## config.mk

```make
export PLATFORM = sky130hd
export DESIGN_NAME = sstf_cell
export DESIGN_NICKNAME = d
export VERILOG_FILES = /design/src/hw/rtl/sstf_disk_request_scheduler_macros.svh /design/src/hw/rtl/sstf_pkg.sv /design/src/hw/rtl/sstf_cell.sv
export SDC_FILE = /design/constraint.sdc
export NUM_CORES = 1
export LEC_CHECK = 0
export BUFFER_PORTS_ARGS = -buffer_cell sky130_fd_sc_hd__buf_4
export CELL_PAD_IN_SITES_DETAIL_PLACEMENT = 1
export CELL_PAD_IN_SITES_GLOBAL_PLACEMENT = 1
export CORE_UTILIZATION = 39
export DETAILED_ROUTE_END_ITERATION = 8
export PLACE_DENSITY_LB_ADDON = 0.1
export SLEW_MARGIN = 20
export SYNTH_ARGS = -nofsm -noshare
export SYNTH_HDL_FRONTEND = slang
export SYNTH_SLANG_ARGS = --single-unit
```

## constraint.sdc

```tcl
create_clock -name clock -period 4.9 [get_ports clock]
set_clock_uncertainty 0.2 [all_clocks]
set_input_delay 0.245 -clock clock [delete_from_list [all_inputs] [get_ports clock]]
set_output_delay 0.245 -clock clock [all_outputs]
set_load 0.01 [all_outputs]
```

## src/hw/rtl/sstf_disk_request_scheduler_macros.svh

```systemverilog
// Assertion macros for the SSTF disk request scheduler.
// Included by files that carry concurrent checks; depends on nothing.
`ifndef SSTF_DISK_REQUEST_SCHEDULER_MACROS_SVH
`define SSTF_DISK_REQUEST_SCHEDULER_MACROS_SVH
`ifndef ASSERT_OFF
// Same-cycle implication, disabled while in reset
`define SSTF_ASSERT_IMP(lbl, clk, rst, ante, cons) \
   lbl: assert property (@(posedge clk) disable iff (rst) (ante) |-> (cons)) \
      else $error("sstf assertion failed");
// Next-cycle implication, disabled while in reset
`define SSTF_ASSERT_NXT(lbl, clk, rst, ante, cons) \
   lbl: assert property (@(posedge clk) disable iff (rst) (ante) |=> (cons)) \
      else $error("sstf assertion failed");
`else
`define SSTF_ASSERT_IMP(lbl, clk, rst, ante, cons)
`define SSTF_ASSERT_NXT(lbl, clk, rst, ante, cons)
`endif
`endif

```

## src/hw/rtl/sstf_pkg.sv

```systemverilog
// Shared types, constants and helpers for the SSTF disk request scheduler.
// No dependencies.
`timescale 1ns / 1ps

package sstf_pkg;

   localparam int QUEUE_DEPTH = 32;
   localparam int CYL_BITS    = 16;
   localparam int IDX_BITS    = (QUEUE_DEPTH > 1) ? $clog2(QUEUE_DEPTH) : 1;
   localparam int CNT_BITS    = $clog2(QUEUE_DEPTH + 1);
   localparam int SUM_BITS    = 21;
   localparam logic [SUM_BITS-1:0] SUM_MAX = '1;

   // command codes
   localparam logic CMD_LOAD = 1'b0;
   localparam logic CMD_RUN  = 1'b1;

   typedef struct packed {
      logic                cmd;
      logic [CYL_BITS-1:0] request_cylinder;
      logic [CYL_BITS-1:0] start_head;
   } req_type;

   typedef struct packed {
      logic [CYL_BITS-1:0] from_cylinder;
      logic [CYL_BITS-1:0] to_cylinder;
      logic [CYL_BITS-1:0] move_distance;
      logic [SUM_BITS-1:0] total_movement;
      logic                move_valid;
      logic                last;
   } rsp_type;

   // best-so-far candidate travelling down the cell chain
   typedef struct packed {
      logic                tok;
      logic                found;
      logic [CYL_BITS-1:0] seek;
      logic [IDX_BITS-1:0] idx;
      logic [CYL_BITS-1:0] cyl;
   } cand_type;

   // per-cell control strobes
   typedef struct packed {
      logic wr_en;
      logic serve;
      logic clear;
   } cell_ctl_type;

   typedef enum logic [2:0] {
      ST_IDLE,
      ST_START,
      ST_SCAN,
      ST_EMIT,
      ST_EMPTY
   } state_type;

   function automatic logic [CYL_BITS-1:0] abs_diff(input logic [CYL_BITS-1:0] a,
                                                    input logic [CYL_BITS-1:0] b);
      abs_diff = (a >= b) ? (a - b) : (b - a);
   endfunction

endpackage

```

## src/hw/rtl/sstf_cell.sv

```systemverilog
// One request cell: holds a cylinder and its valid/served bits, and folds
// itself into the nearest-request candidate passing through. Uses sstf_pkg.
`timescale 1ns / 1ps

module sstf_cell (
   input  logic                           clock,
   input  logic                           reset,
   input  sstf_pkg::cell_ctl_type         ctl,
   input  logic [sstf_pkg::IDX_BITS-1:0]  cell_idx,
   input  logic [sstf_pkg::CYL_BITS-1:0]  wr_cyl,
   input  logic [sstf_pkg::CYL_BITS-1:0]  head,
   input  sstf_pkg::cand_type             up_cand,
   output sstf_pkg::cand_type             dn_cand
);

   logic [sstf_pkg::CYL_BITS-1:0] cyl_ff;
   logic                          used_ff;
   logic                          served_ff;
   sstf_pkg::cand_type            cand_ff;
   sstf_pkg::cand_type            cand_in;
   logic [sstf_pkg::CYL_BITS-1:0] seek_len;
   logic                          take;

   // compare own distance against the best so far; strict less keeps
   // the lower index on a tie
   always_comb begin
      seek_len = sstf_pkg::abs_diff(cyl_ff, head);
      take     = used_ff && !served_ff && (!up_cand.found || (seek_len < up_cand.seek));
      cand_in  = up_cand;
      if (take) begin
         cand_in.found = 1'b1;
         cand_in.seek  = seek_len;
         cand_in.idx   = cell_idx;
         cand_in.cyl   = cyl_ff;
      end
   end

   always_ff @(posedge clock) begin
      if (reset) begin
         cand_ff <= '0;
      end else begin
         cand_ff <= cand_in;
      end
   end

   // entry state
   always_ff @(posedge clock) begin
      if (reset) begin
         used_ff   <= 1'b0;
         served_ff <= 1'b0;
      end else if (ctl.clear) begin
         used_ff   <= 1'b0;
         served_ff <= 1'b0;
      end else begin
         if (ctl.wr_en) begin
            used_ff <= 1'b1;
         end
         if (ctl.serve) begin
            served_ff <= 1'b1;
         end
      end
   end

   // stored cylinder, no reset
   always_ff @(posedge clock) begin
      if (ctl.wr_en) begin
         cyl_ff <= wr_cyl;
      end
   end

   assign dn_cand = cand_ff;

endmodule

```

# Word-level counts from Yosys, hierarchy flattened
# Index checks and enable logic that the tools add are counted.
word_totals:
  reg_bits: 57
  latchBits: 0
  mem_bits_rw: 0
  romBits: 0
  in_bits: 81
  output_inout_bits: 39
  wordCells: 20
  mem_count: 0
classes:
  add_sub_neg: 2
  mul: 0
  n_div: 0
  n_lt_le_gt_ge: 2
  n_eq_ne: 0
  shifts: 0
  n_mux: 2
  n_bitwise: 0
  n_reduce_logical: 6
op_table:
  columns: ["op", "n"]
  rows:
  - ["$mux W38", 1]
  - ["$sub A16 B16 Y16", 2]
  - ["$ge A16 B16 Y1", 1]
  - ["$lt A16 B16 Y1", 1]
  - ["$mux W16", 1]
  - ["$logic_and A1 B1 Y1", 2]
  - ["$logic_not A1 Y1", 2]
  - ["$reduce_or A2 Y1", 1]
  - ["$logic_or A1 B1 Y1", 1]

# Longest topological paths before layout
# Gate-level depths: netlist (run 1).
depth:
  depth_word: 6
  mapped_depth: 21
  mapped_depth_nobuf: 19

# Least setup slack after synthesis (run 1)
# No wires, ideal clock.
synth_path:
  path_kind: "flip-flop to flip-flop"
  startpoint: "register cyl_ff[0] (netlist bit)"
  endpoint: "register cand_ff, in the netlist dn_cand[14]"
  setup_ps: 70
  arrival_ps: 4271
  required_time_ps: 4630
  setup_slack_ps: 358
  stages_incl_launch_ff: 20
  path_buffers: 2
  period_less_slack_ps: 4542
  path_cell_list: "edfxtp_1 inv_1 ha_1 inv_1 fa_1 a211oi_1 o21a_1 o31ai_4 o21a_2 or4_1 and3_1 ha_1 nand3_1 nor3_1 o311ai_0 o211ai_1 clkbuf_1 buf_1 nand2_1 a21oi_1"
synth_between:
  elab_chain_len: 6
  elab_cells_between_ends: 8
  cone_classes: "add/sub: 2; order compare: 2; mux: 2; reduce/logical: 2"
synth_rtl:
  columns: ["element", "line", "rtl"]
  rows:
  - ["from (decl)", "sstf_cell.sv:16", "logic [sstf_pkg::CYL_BITS-1:0] cyl_ff;"]
  - ["from (signal assigned)", "sstf_cell.sv:67", "cyl_ff <= wr_cyl;"]
  - ["$sub A16 B16 Y16 or $ge A16 B16 Y1 (tied branches)", "sstf_pkg.sv:59", "abs_diff = (a >= b) ? (a - b) : (b - a);"]
  - ["$mux W16 *", "sstf_pkg.sv:59", null]
  - ["$lt A16 B16 Y1 *", "sstf_cell.sv:28", "take = used_ff && !served_ff && (!up_cand.found || (seek_len < up_cand.seek));"]
  - ["$logic_or A1 B1 Y1 *", "sstf_cell.sv:28", null]
  - ["$logic_and A1 B1 Y1 *", "sstf_cell.sv:28", null]
  - ["$mux W38 *", "sstf_cell.sv:30", "if (take) begin"]
  - ["to (signal assigned)", "sstf_cell.sv:42", "cand_ff <= cand_in;"]
  - ["to (decl)", "sstf_cell.sv:19", "sstf_pkg::cand_type cand_ff;"]
# Every way passes the cells marked *; elsewhere a longest branch is shown, timed or not.
# A chain may end at the register's enable or synchronous reset.

# Worst setup path in the final report (run 1)
layout_path:
  startpoint: "register cyl_ff[0] (netlist bit)"
  endpoint: "register cand_ff, in the netlist dn_cand[31]"
layout_between:
  elab_chain_len: 6
  elab_cells_between_ends: 8
  cone_classes: "add/sub: 2; order compare: 2; mux: 2; reduce/logical: 2"
layout_rtl:
  columns: ["element", "line"]
  rows:
  - ["$sub A16 B16 Y16 or $ge A16 B16 Y1 (tied branches)", "sstf_pkg.sv:59"]
  - ["$mux W16 *", "sstf_pkg.sv:59"]
  - ["$lt A16 B16 Y1", "sstf_cell.sv:28"]
  - ["$logic_or A1 B1 Y1", "sstf_cell.sv:28"]
  - ["$logic_and A1 B1 Y1", "sstf_cell.sv:28"]
  - ["$mux W38 *", "sstf_cell.sv:30"]
# Marked as above.

==> insert_results.sql, run 1 <==
INSERT INTO impl_metrics (metric_group, metric, value, unit) VALUES
('status', 'outcome', 'finished, final reports clean', ''),
('global_route', 'number_of_antenna_violations_at_the_first_check_in_global_routing', '0', ''),
('critical_path', 'timing.critical_path.arrival', '4.82', 'ns'),
('sta', 'final_max_slew_viol_count', '0', ''),
('sta', 'setup_viol_count_final', '0', ''),
('critical_path', 'crit_path_kind', 'reg -> reg', ''),
('floorplan', 'initial_utilization', '40.86', '%'),
('placement', 'portBuffers', '119', ''),
('placement', 'preCtsSetupSlack', '-0.2017', 'ns'),
('floorplan', 'io-pin-count', '120', ''),
('placement', 'gpl.final_weighted_congestion', '0.8891', ''),
('clocking', 'clock_latency', '0.35', 'ns'),
('synthesis', 'post_synth_xor_area_fraction', '2.244', '%'),
('clocking', 'cts.reportedPaths.clkPinSlew', '0.09', 'ns'),
('floorplan', 'die_w', '106.9', 'um'),
('sta', 'worst_slack', '0.07659', 'ns'),
('synthesis', 'netlist_top_cells_count', 'sky130_fd_sc_hd__nand2_1, sky130_fd_sc_hd__inv_1, sky130_fd_sc_hd__a21oi_1, sky130_fd_sc_hd__ha_1, sky130_fd_sc_hd__dfxtp_1', ''),
('synthesis', 'synth-async-reset-ratio', '0', '%'),
('final_layout', 'final_core_utilization', '63.29', '%'),
('global_route', 'grt-ovfl-total', '0', ''),
('clocking', 'clock_sink_count', '57', ''),
('synthesis', 'ys_seq_elements', '57', ''),
('synthesis', 'mappedNetlistNets', '660', ''),
('sta', 'worst-slew-pin-transition', '0.6594', 'ns'),
('global_route', 'first_global_vias', '5190', ''),
('clocking', 'cts_tree', 'done', ''),
('floorplan', 'core_region_area', '10510', 'sq um'),
('job', 'max-cap-violations', '0', ''),
('clocking', 'ctsLongestPathBuffers', '2', ''),
('synthesis', 'synth_enable_flop_cells', '16', ''),
('global_route', 'grt_start_max_net_pins', '36', ''),
('synthesis', 'post-synth-top-area-cell', 'sky130_fd_sc_hd__dfxtp_1', ''),
('synthesis', 'post-synth-top-area-fraction', '19.11', '%'),
('synthesis', 'yosysMostFrequentCell', 'sky130_fd_sc_hd__nand2_1', ''),
('synthesis', 'synth_compound_area_share', '27.56', '%'),
('power', 'leakagePower', '0.003177', 'uW'),
('detailed_routing', 'antenna_left', '0', ''),
('synthesis', 'synth_top_cells_by_area', 'sky130_fd_sc_hd__dfxtp_1, sky130_fd_sc_hd__ha_1, sky130_fd_sc_hd__edfxtp_1, sky130_fd_sc_hd__a21oi_1, sky130_fd_sc_hd__nand2_1', ''),
('worst_hold_path', 'holdCritPathClass', 'in -> reg', ''),
('sta', 'min_period', '4.823', 'ns'),
('detailed_routing', 'finalWirelength', '18260', 'um'),
('sta', 'clock.fmax', '207.3', 'MHz'),
('clocking', 'cts.htree.levels', '3', ''),
('synthesis', 'postSynthCellCount', '531', ''),
('final_layout', 'fin_nets', '865', ''),
('critical_path', 'setup.worst_path.start_class', 'flip-flop', ''),
('detailed_routing', 'wire_per_inst', '20.82', 'um'),
('power', 'vdd_drop_max', '0.1723', 'mV'),
('synthesis', 'yosys_warnings', '0', ''),
('final_layout', 'final_layout_size_suffix_gt1_share', '32.39', '%'),
('clocking', 'clock-root-buffer', 'sky130_fd_sc_hd__clkbuf_8', ''),
('final_layout', 'sequential_cell_area', '1301', 'sq um'),
('critical_path', 'largest_fanout_of_any_net_on_the_critical_path', '5', ''),
('synthesis', 'syn-mean-instance-area', '8.087', 'sq um'),
('detailed_routing', 'vias', '4991', ''),
('global_route', 'grt_util_all_layers', '30.99', '%'),
('sta', 'slew_headroom', '56.04', '%'),
('detailed_routing', 'via_per_inst', '5.691', ''),
('detailed_routing', 'drt-initial-drc-count', '208', ''),
('critical_path', 'cp-end-kind', 'flip-flop', ''),
('synthesis', 'share_of_synthesized_cell_area_in_and_or_nand_and_nor_gates', '17.16', '%'),
('synthesis', 'synth_mux_area_share', '0.2622', '%'),
('synthesis', 'synth.yosys.seq_area_share', '30.30', '%'),
('final_layout', 'multi_input_area', '2908', 'sq um'),
('synthesis', 'synthDistinctLibCells', '65', ''),
('synthesis', 'synthesis.area', '4294', 'sq um'),
('global_route', 'wire_length_of_the_first_global_routing_pass', '27320', 'um'),
('synthesis', 'synth_top_family_by_area', 'compound AO/OA/AOI/OAI gates', ''),
('final_layout', 'num_antenna_cells', '0', ''),
('clocking', 'tritoncts.num_buffers', '9', ''),
('placement', 'dp.final_hpwl', '11780', 'um');
## cells by family (layout without fill, tap and decap cells)
logic type | Yosys count | in the layout
muxes | 1 | 1
xor gates and xnor gates | 11 | 11
adders and majority gates | 48 | 48
and+or+nand+nor | 158 | 158
AOI/OAI and AO/OA | 171 | 171
DFF | 57 | 57
buffers and inverters | 85 | 295
## where the power goes
group          internal (uW)  switching, uW
combinational            385            459
sequential               523           19.8
clock                    301            235
total                   1210            713
## layer usage
layer,global-route usage (%),part of all wire [%],routed length [um],vias to the layer above
met2,52.40,49,8917,187
met4,10.27,2.6,466,0
met5,0,0,0,-
met1,39.12,43,7879,2467
met3,6.505,5.4,995,41
li1,-,-,-,2296
## critical path: stages, from the launching register on
cell,delay [ns]
sky130_fd_sc_hd__edfxtp_1,0.43
sky130_fd_sc_hd__inv_1,0.08
sky130_fd_sc_hd__ha_2,0.17
sky130_fd_sc_hd__inv_1,0.06
sky130_fd_sc_hd__fa_2,0.38
sky130_fd_sc_hd__a211oi_2,0.28
sky130_fd_sc_hd__o21a_1,0.23
sky130_fd_sc_hd__o31ai_4,0.10
sky130_fd_sc_hd__o21a_4,0.28
sky130_fd_sc_hd__buf_6,0.13
sky130_fd_sc_hd__a2111oi_4,0.24
sky130_fd_sc_hd__a21o_1,0.21
sky130_fd_sc_hd__xnor2_1,0.08
sky130_fd_sc_hd__ha_1,0.30
sky130_fd_sc_hd__nand3_2,0.11
sky130_fd_sc_hd__nor2_2,0.12
sky130_fd_sc_hd__a221oi_2,0.07
sky130_fd_sc_hd__buf_4,0.14
sky130_fd_sc_hd__o211a_1,0.22
sky130_fd_sc_hd__and3_1,0.19
sky130_fd_sc_hd__o221a_1,0.11
sky130_fd_sc_hd__or4_1,0.53
## stage by stage
stage	std cells	area, sq um	hold WS (ns)	total power (uW)	TNS, ns
global placement	804	5577	0.2197	1205	-0.03753
finish	877	6651	0.03225	1923	0
detailed placement	804	5577	0.2246	1227	-0.5486
global route	877	6651	0.05969	2017	-0.09622
floorplan	531	4294	0.1243	949.7	0
CTS	868	6319	0.01085	1798	0
## sequential cells by signal (all words and copies together) (netlist names)
signal / cells
served_ff: 1
cyl_ff: 16
dn_cand: 39
used_ff: 1
## area by class of cell
type | count | share of cell area (%)
timing repair buffer | 221 | 27.48
clock inverter | 6 | 1.336
clock buffer | 10 | 2.069
inverter | 58 | 3.273
tap | 136 | 2.558
sequential | 57 | 19.56
multi-input combinational | 389 | 43.72
## timing repair
action | 4_1_cts | 5_1_grt
endpoints found under the setup margin | 30 | 36
buffers inserted | 1 | 9
hold buffers | 47 | 0
pin swaps | 2 | 27
hold endpoints to repair | 42 | 0
resized for setup | 12 | 55
gates cloned | 0 | 0
## placed cells by master, fill, tap and decap left out, types with 7 or more instances in the layout
master / count
sky130_fd_sc_hd__edfxtp_1: 16
sky130_fd_sc_hd__nand2_1: 66
sky130_fd_sc_hd__inv_1: 58
sky130_fd_sc_hd__nor3_1: 9
sky130_fd_sc_hd__dfxtp_1: 41
sky130_fd_sc_hd__clkbuf_8: 10
sky130_fd_sc_hd__o21ai_0: 22
sky130_fd_sc_hd__dlygate4sd3_1: 47
sky130_fd_sc_hd__nand3_1: 15
sky130_fd_sc_hd__a211oi_1: 13
sky130_fd_sc_hd__buf_6: 7
sky130_fd_sc_hd__a21oi_1: 51
sky130_fd_sc_hd__buf_4: 165
sky130_fd_sc_hd__ha_1: 43
sky130_fd_sc_hd__a21o_1: 13
sky130_fd_sc_hd__nor2_1: 26
sky130_fd_sc_hd__xnor2_1: 9
sky130_fd_sc_hd__and3_1: 7
## final timing paths
path                               endpoint   startpoint  cells after the start  slack [ns]
worst min register to register    served_ff    served_ff                      2        0.30
worst max register to register  dn_cand[31]    cyl_ff[0]                     21        0.08
worst min-delay path            dn_cand[34]  up_cand[34]                      3        0.03
worst max-delay path            dn_cand[31]    cyl_ff[0]                     21        0.08
No activity file was read; power rests on OpenSTA's default activity.
==> run 2: changes to the inputs <==
CTS_BUF_LIST = sky130_fd_sc_hd__clkbuf_16   (was default)
==> run 2 against run 1 <==
Against the previous run:
- the run now ends with negative hold slack left
- sequential share of layout area is essentially flat
- critical path depth down 3
- fmax fell by 0.85%
- die area stayed put
- final area is essentially flat
- largest cell class unchanged
==> insert_results.sql, run 2 (synthesis gave the netlist of run 1 again) <==
INSERT INTO impl_metrics (metric_group, metric, value, unit) VALUES
('status', 'outcome', 'finished with violations', ''),
('status', 'violations', 'negative hold slack', ''),
('critical_path', 'rrSetupSlack', '0.04', 'ns'),
('placement', 'dp.final_hpwl', '11780', 'um'),
('sta', 'slew_headroom', '58.01', '%'),
('final_layout', 'mostFrequentLayoutCell', 'sky130_fd_sc_hd__buf_4', ''),
('global_route', 'grt_util_all_layers', '30.53', '%'),
('global_route', 'globalRouteMet2Util', '54.19', '%'),
('placement', 'gpl.final_weighted_congestion', '0.8891', ''),
('sta', 'final_max_slew_viol_count', '0', ''),
('final_layout', 'flip_flop_count_of_the_largest_register_all_copies_and_words_added', '39', ''),
('power', 'sequentialPowerShare', '26.2', '%'),
('sta', 'finalHoldWorstSlack', '-0.008288', 'ns'),
('critical_path', 'worst_ep_required_time', '4.91', 'ns'),
('global_route', 'grt.busiest_layer', 'met2', ''),
('detailed_routing', 'finalWirelength', '17920', 'um'),
('sta', 'worst-slew-pin-transition', '0.6219', 'ns'),
('floorplan', 'core_region_area', '10510', 'sq um'),
('critical_path', 'worstRegToRegCells', '18', ''),
('critical_path', 'critical_path.reg2reg.startpoint', 'cyl_ff[3]', ''),
('power', 'p_clk_share', '33.9', '%'),
('power', 'switching_power', '729.1', 'uW'),
('detailed_routing', 'drt_drc', '0', ''),
('clocking', 'cts_tree', 'done', ''),
('floorplan', 'placementRows', '37', ''),
('final_layout', 'post_layout_nonfiller_instances', '875', ''),
('detailed_routing', 'antenna_left', '0', ''),
('detailed_routing', 'wire_per_inst', '20.48', 'um'),
('worst_hold_path', 'min-delay-start', 'up_cand[20]', ''),
('global_route', 'number_of_antenna_violations_at_the_first_check_in_global_routing', '0', ''),
('floorplan', 'die_w', '106.9', 'um'),
('floorplan', 'fp.dieArea', '11430', 'sq um'),
('sta', 'final.period_utilization', '99.28', '%'),
('critical_path', 'setup.worst_path.start_class', 'flip-flop', ''),
('worst_hold_path', 'worst_hold_path.endpoint', 'dn_cand[20]', ''),
('worst_hold_path', 'cell_depth_of_the_worst_min_delay_path', '3', ''),
('critical_path', 'cp-end-kind', 'flip-flop', ''),
('sta', 'report.final.hold_viol_count', '1', ''),
('placement', 'portBuffers', '119', ''),
('floorplan', 'io-pin-count', '120', ''),
('final_layout', 'fin_nets', '863', ''),
('critical_path', 'largest_fanout_of_any_net_on_the_critical_path', '14', ''),
('clocking', 'ctsLongestPathBuffers', '2', ''),
('power', 'power.internal', '1343', 'uW'),
('clocking', 'clock_latency', '0.33', 'ns'),
('detailed_routing', 'via_per_inst', '5.569', ''),
('final_layout', 'num_antenna_cells', '0', ''),
('floorplan', 'die_y', '106.9', 'um'),
('floorplan', 'initial_utilization', '40.86', '%'),
('power', 'netSwitchingFraction', '35.19', '%'),
('detailed_routing', 'drt-initial-drc-count', '239', ''),
('critical_path', 'crit_path_kind', 'reg -> reg', ''),
('clocking', 'clock-root-buffer', 'sky130_fd_sc_hd__clkbuf_16', ''),
('critical_path', 'timing.critical_path.arrival', '4.88', 'ns'),
('sta', 'min_period', '4.865', 'ns'),
('clocking', 'cts.reportedPaths.clkPinSlew', '0.06', 'ns'),
('job', 'max-cap-violations', '0', ''),
('placement', 'postPlaceCellArea', '5577', 'sq um'),
('global_route', 'grtUsageMet3', '5.350', '%'),
('final_layout', 'commonest_cells_after_routing_fill_and_taps_aside', 'sky130_fd_sc_hd__buf_4, sky130_fd_sc_hd__nand2_1, sky130_fd_sc_hd__inv_1, sky130_fd_sc_hd__a21oi_1, sky130_fd_sc_hd__dlygate4sd3_1', ''),
('clocking', 'tritoncts.num_buffers', '9', ''),
('detailed_routing', 'detailedRoute.firstPassIterationCount', '4', ''),
('sta', 'clock.fmax', '205.6', 'MHz'),
('final_layout', 'final_layout_size_suffix_gt1_share', '32.48', '%'),
('worst_hold_path', 'holdCritPathClass', 'in -> reg', ''),
('sta', 'setup_viol_count_final', '0', ''),
('global_route', 'first_global_vias', '5194', ''),
('power', 'combPwrFrac', '39.9', '%'),
('sta', 'totalNegativeSetupSlack', '0', 'ns'),
('placement', 'post-place-cells', '804', ''),
('power', 'power_per_cell_area', '311.4', 'nW/um^2'),
('detailed_routing', 'vias', '4873', ''),
('final_layout', 'post-route-cell-area', '6654', 'sq um'),
('global_route', 'grt-ovfl-total', '0', ''),
('global_route', 'grt_start_max_net_pins', '36', ''),
('critical_path', 'rr_endpoint', 'dn_cand[30]', ''),
('critical_path', 'crit_path_start', 'cyl_ff[3]', ''),
('power', 'leakagePower', '0.003183', 'uW'),
('power', 'vdd_drop_max', '0.1792', 'mV'),
('power', 'design_power_total', '2072', 'uW'),
('final_layout', 'syn2layout_area_growth', '54.95', '%'),
('global_route', 'groute.layer.met1.usage', '37.43', '%'),
('clocking', 'cts.htree.levels', '3', ''),
('clocking', 'clock_sink_count', '57', ''),
('global_route', 'wire_length_of_the_first_global_routing_pass', '26870', 'um');
## run 2: cell count changes in the layout (fill, tap and decap cells not counted), moves of 2 or more
cell / change
sky130_fd_sc_hd__and3_1: -2
sky130_fd_sc_hd__or4_4: -2
sky130_fd_sc_hd__or4_1: +2
sky130_fd_sc_hd__nor3_2: +3
sky130_fd_sc_hd__clkbuf_16: +9
sky130_fd_sc_hd__nor3_4: -2
sky130_fd_sc_hd__buf_6: -3
sky130_fd_sc_hd__and3_4: +2
sky130_fd_sc_hd__clkbuf_8: -10
## run 2: worst max-delay path by stage
stage / to / slack (ns) / cells past startpoint
6_report: dn_cand[30] / 0.04 / 18
5_1_grt: dn_cand[30] / -0.15 / 21
4_1_cts: dn_cand[31] / 0.03 / 20
3_5_place_dp: dn_cand[29] / -0.20 / 19
3_3_place_gp: dn_cand[29] / -0.04 / 21
2_1_floorplan: dn_cand[14] / 0.36 / 19
## run 2: per-stage QoR
| step | setup slack [ns] | utilization, % |
|---|---|---|
| final | 0.03511 | 63.32 |
| after global routing | -0.1471 | 63.32 |
| after CTS | 0.03327 | 60.82 |
| after detailed placement | -0.2017 | 53.07 |
| after global placement | -0.03753 | 53.07 |
| after floorplan | 0.3583 | - |
## run 2: per-layer routing
layer  vias up  part of all wire (%)
met1      2378                    43
li1       2293                     -
met2       176                    50
met3        26                   5.2
met5         -                     0
met4         0                   2.0
## run 2: power by group through the flow
stage / sequential [uW] / combinational (uW) / clock, uW
floorplan: 560 / 390 / 0
detailed placement: 550 / 677 / 0
global placement: 548 / 657 / 0
CTS: 541 / 719 / 701
finish: 542 / 827 / 703
global route: 545 / 886 / 723
## run 2: worst max-delay path, cell delays in order, from the launching register on
cell                       delay [ns]
sky130_fd_sc_hd__edfxtp_1        0.42
sky130_fd_sc_hd__ha_2            0.40
sky130_fd_sc_hd__buf_4           0.16
sky130_fd_sc_hd__o21ai_1         0.09
sky130_fd_sc_hd__o21a_1          0.21
sky130_fd_sc_hd__o31ai_4         0.32
sky130_fd_sc_hd__nor2_1          0.13
sky130_fd_sc_hd__a221o_1         0.38
sky130_fd_sc_hd__or4_4           0.54
sky130_fd_sc_hd__nand2_1         0.10
sky130_fd_sc_hd__ha_1            0.24
sky130_fd_sc_hd__o21ai_1         0.08
sky130_fd_sc_hd__o21ai_1         0.11
sky130_fd_sc_hd__a221oi_2        0.31
sky130_fd_sc_hd__buf_4           0.18
sky130_fd_sc_hd__o211ai_1        0.12
sky130_fd_sc_hd__buf_6           0.21
sky130_fd_sc_hd__a2111o_1        0.39
sky130_fd_sc_hd__o211a_1         0.14
## run 2: final cells by class
| cell class | count | area, sq um |
|---|---|---|
| Tap cell | 136 | 170.2 |
| Multi-Input combinational cell | 389 | 2850 |
| Timing Repair Buffer | 219 | 1797 |
| Fill cell | 1213 | 3855 |
| Sequential cell | 57 | 1301 |
| Clock buffer | 9 | 225.2 |
| Inverter | 58 | 217.7 |
| Clock inverter | 7 | 92.59 |
## run 2: timing repair
action / in CTS / in global routing
pin swaps: 2 / 25
buffers inserted: 1 / 7
hold endpoints to repair: 42 / 0
hold buffers: 46 / 0
endpoints found under the setup margin: 9 / 36
cloned: 0 / 1
gates resized for setup: 8 / 48
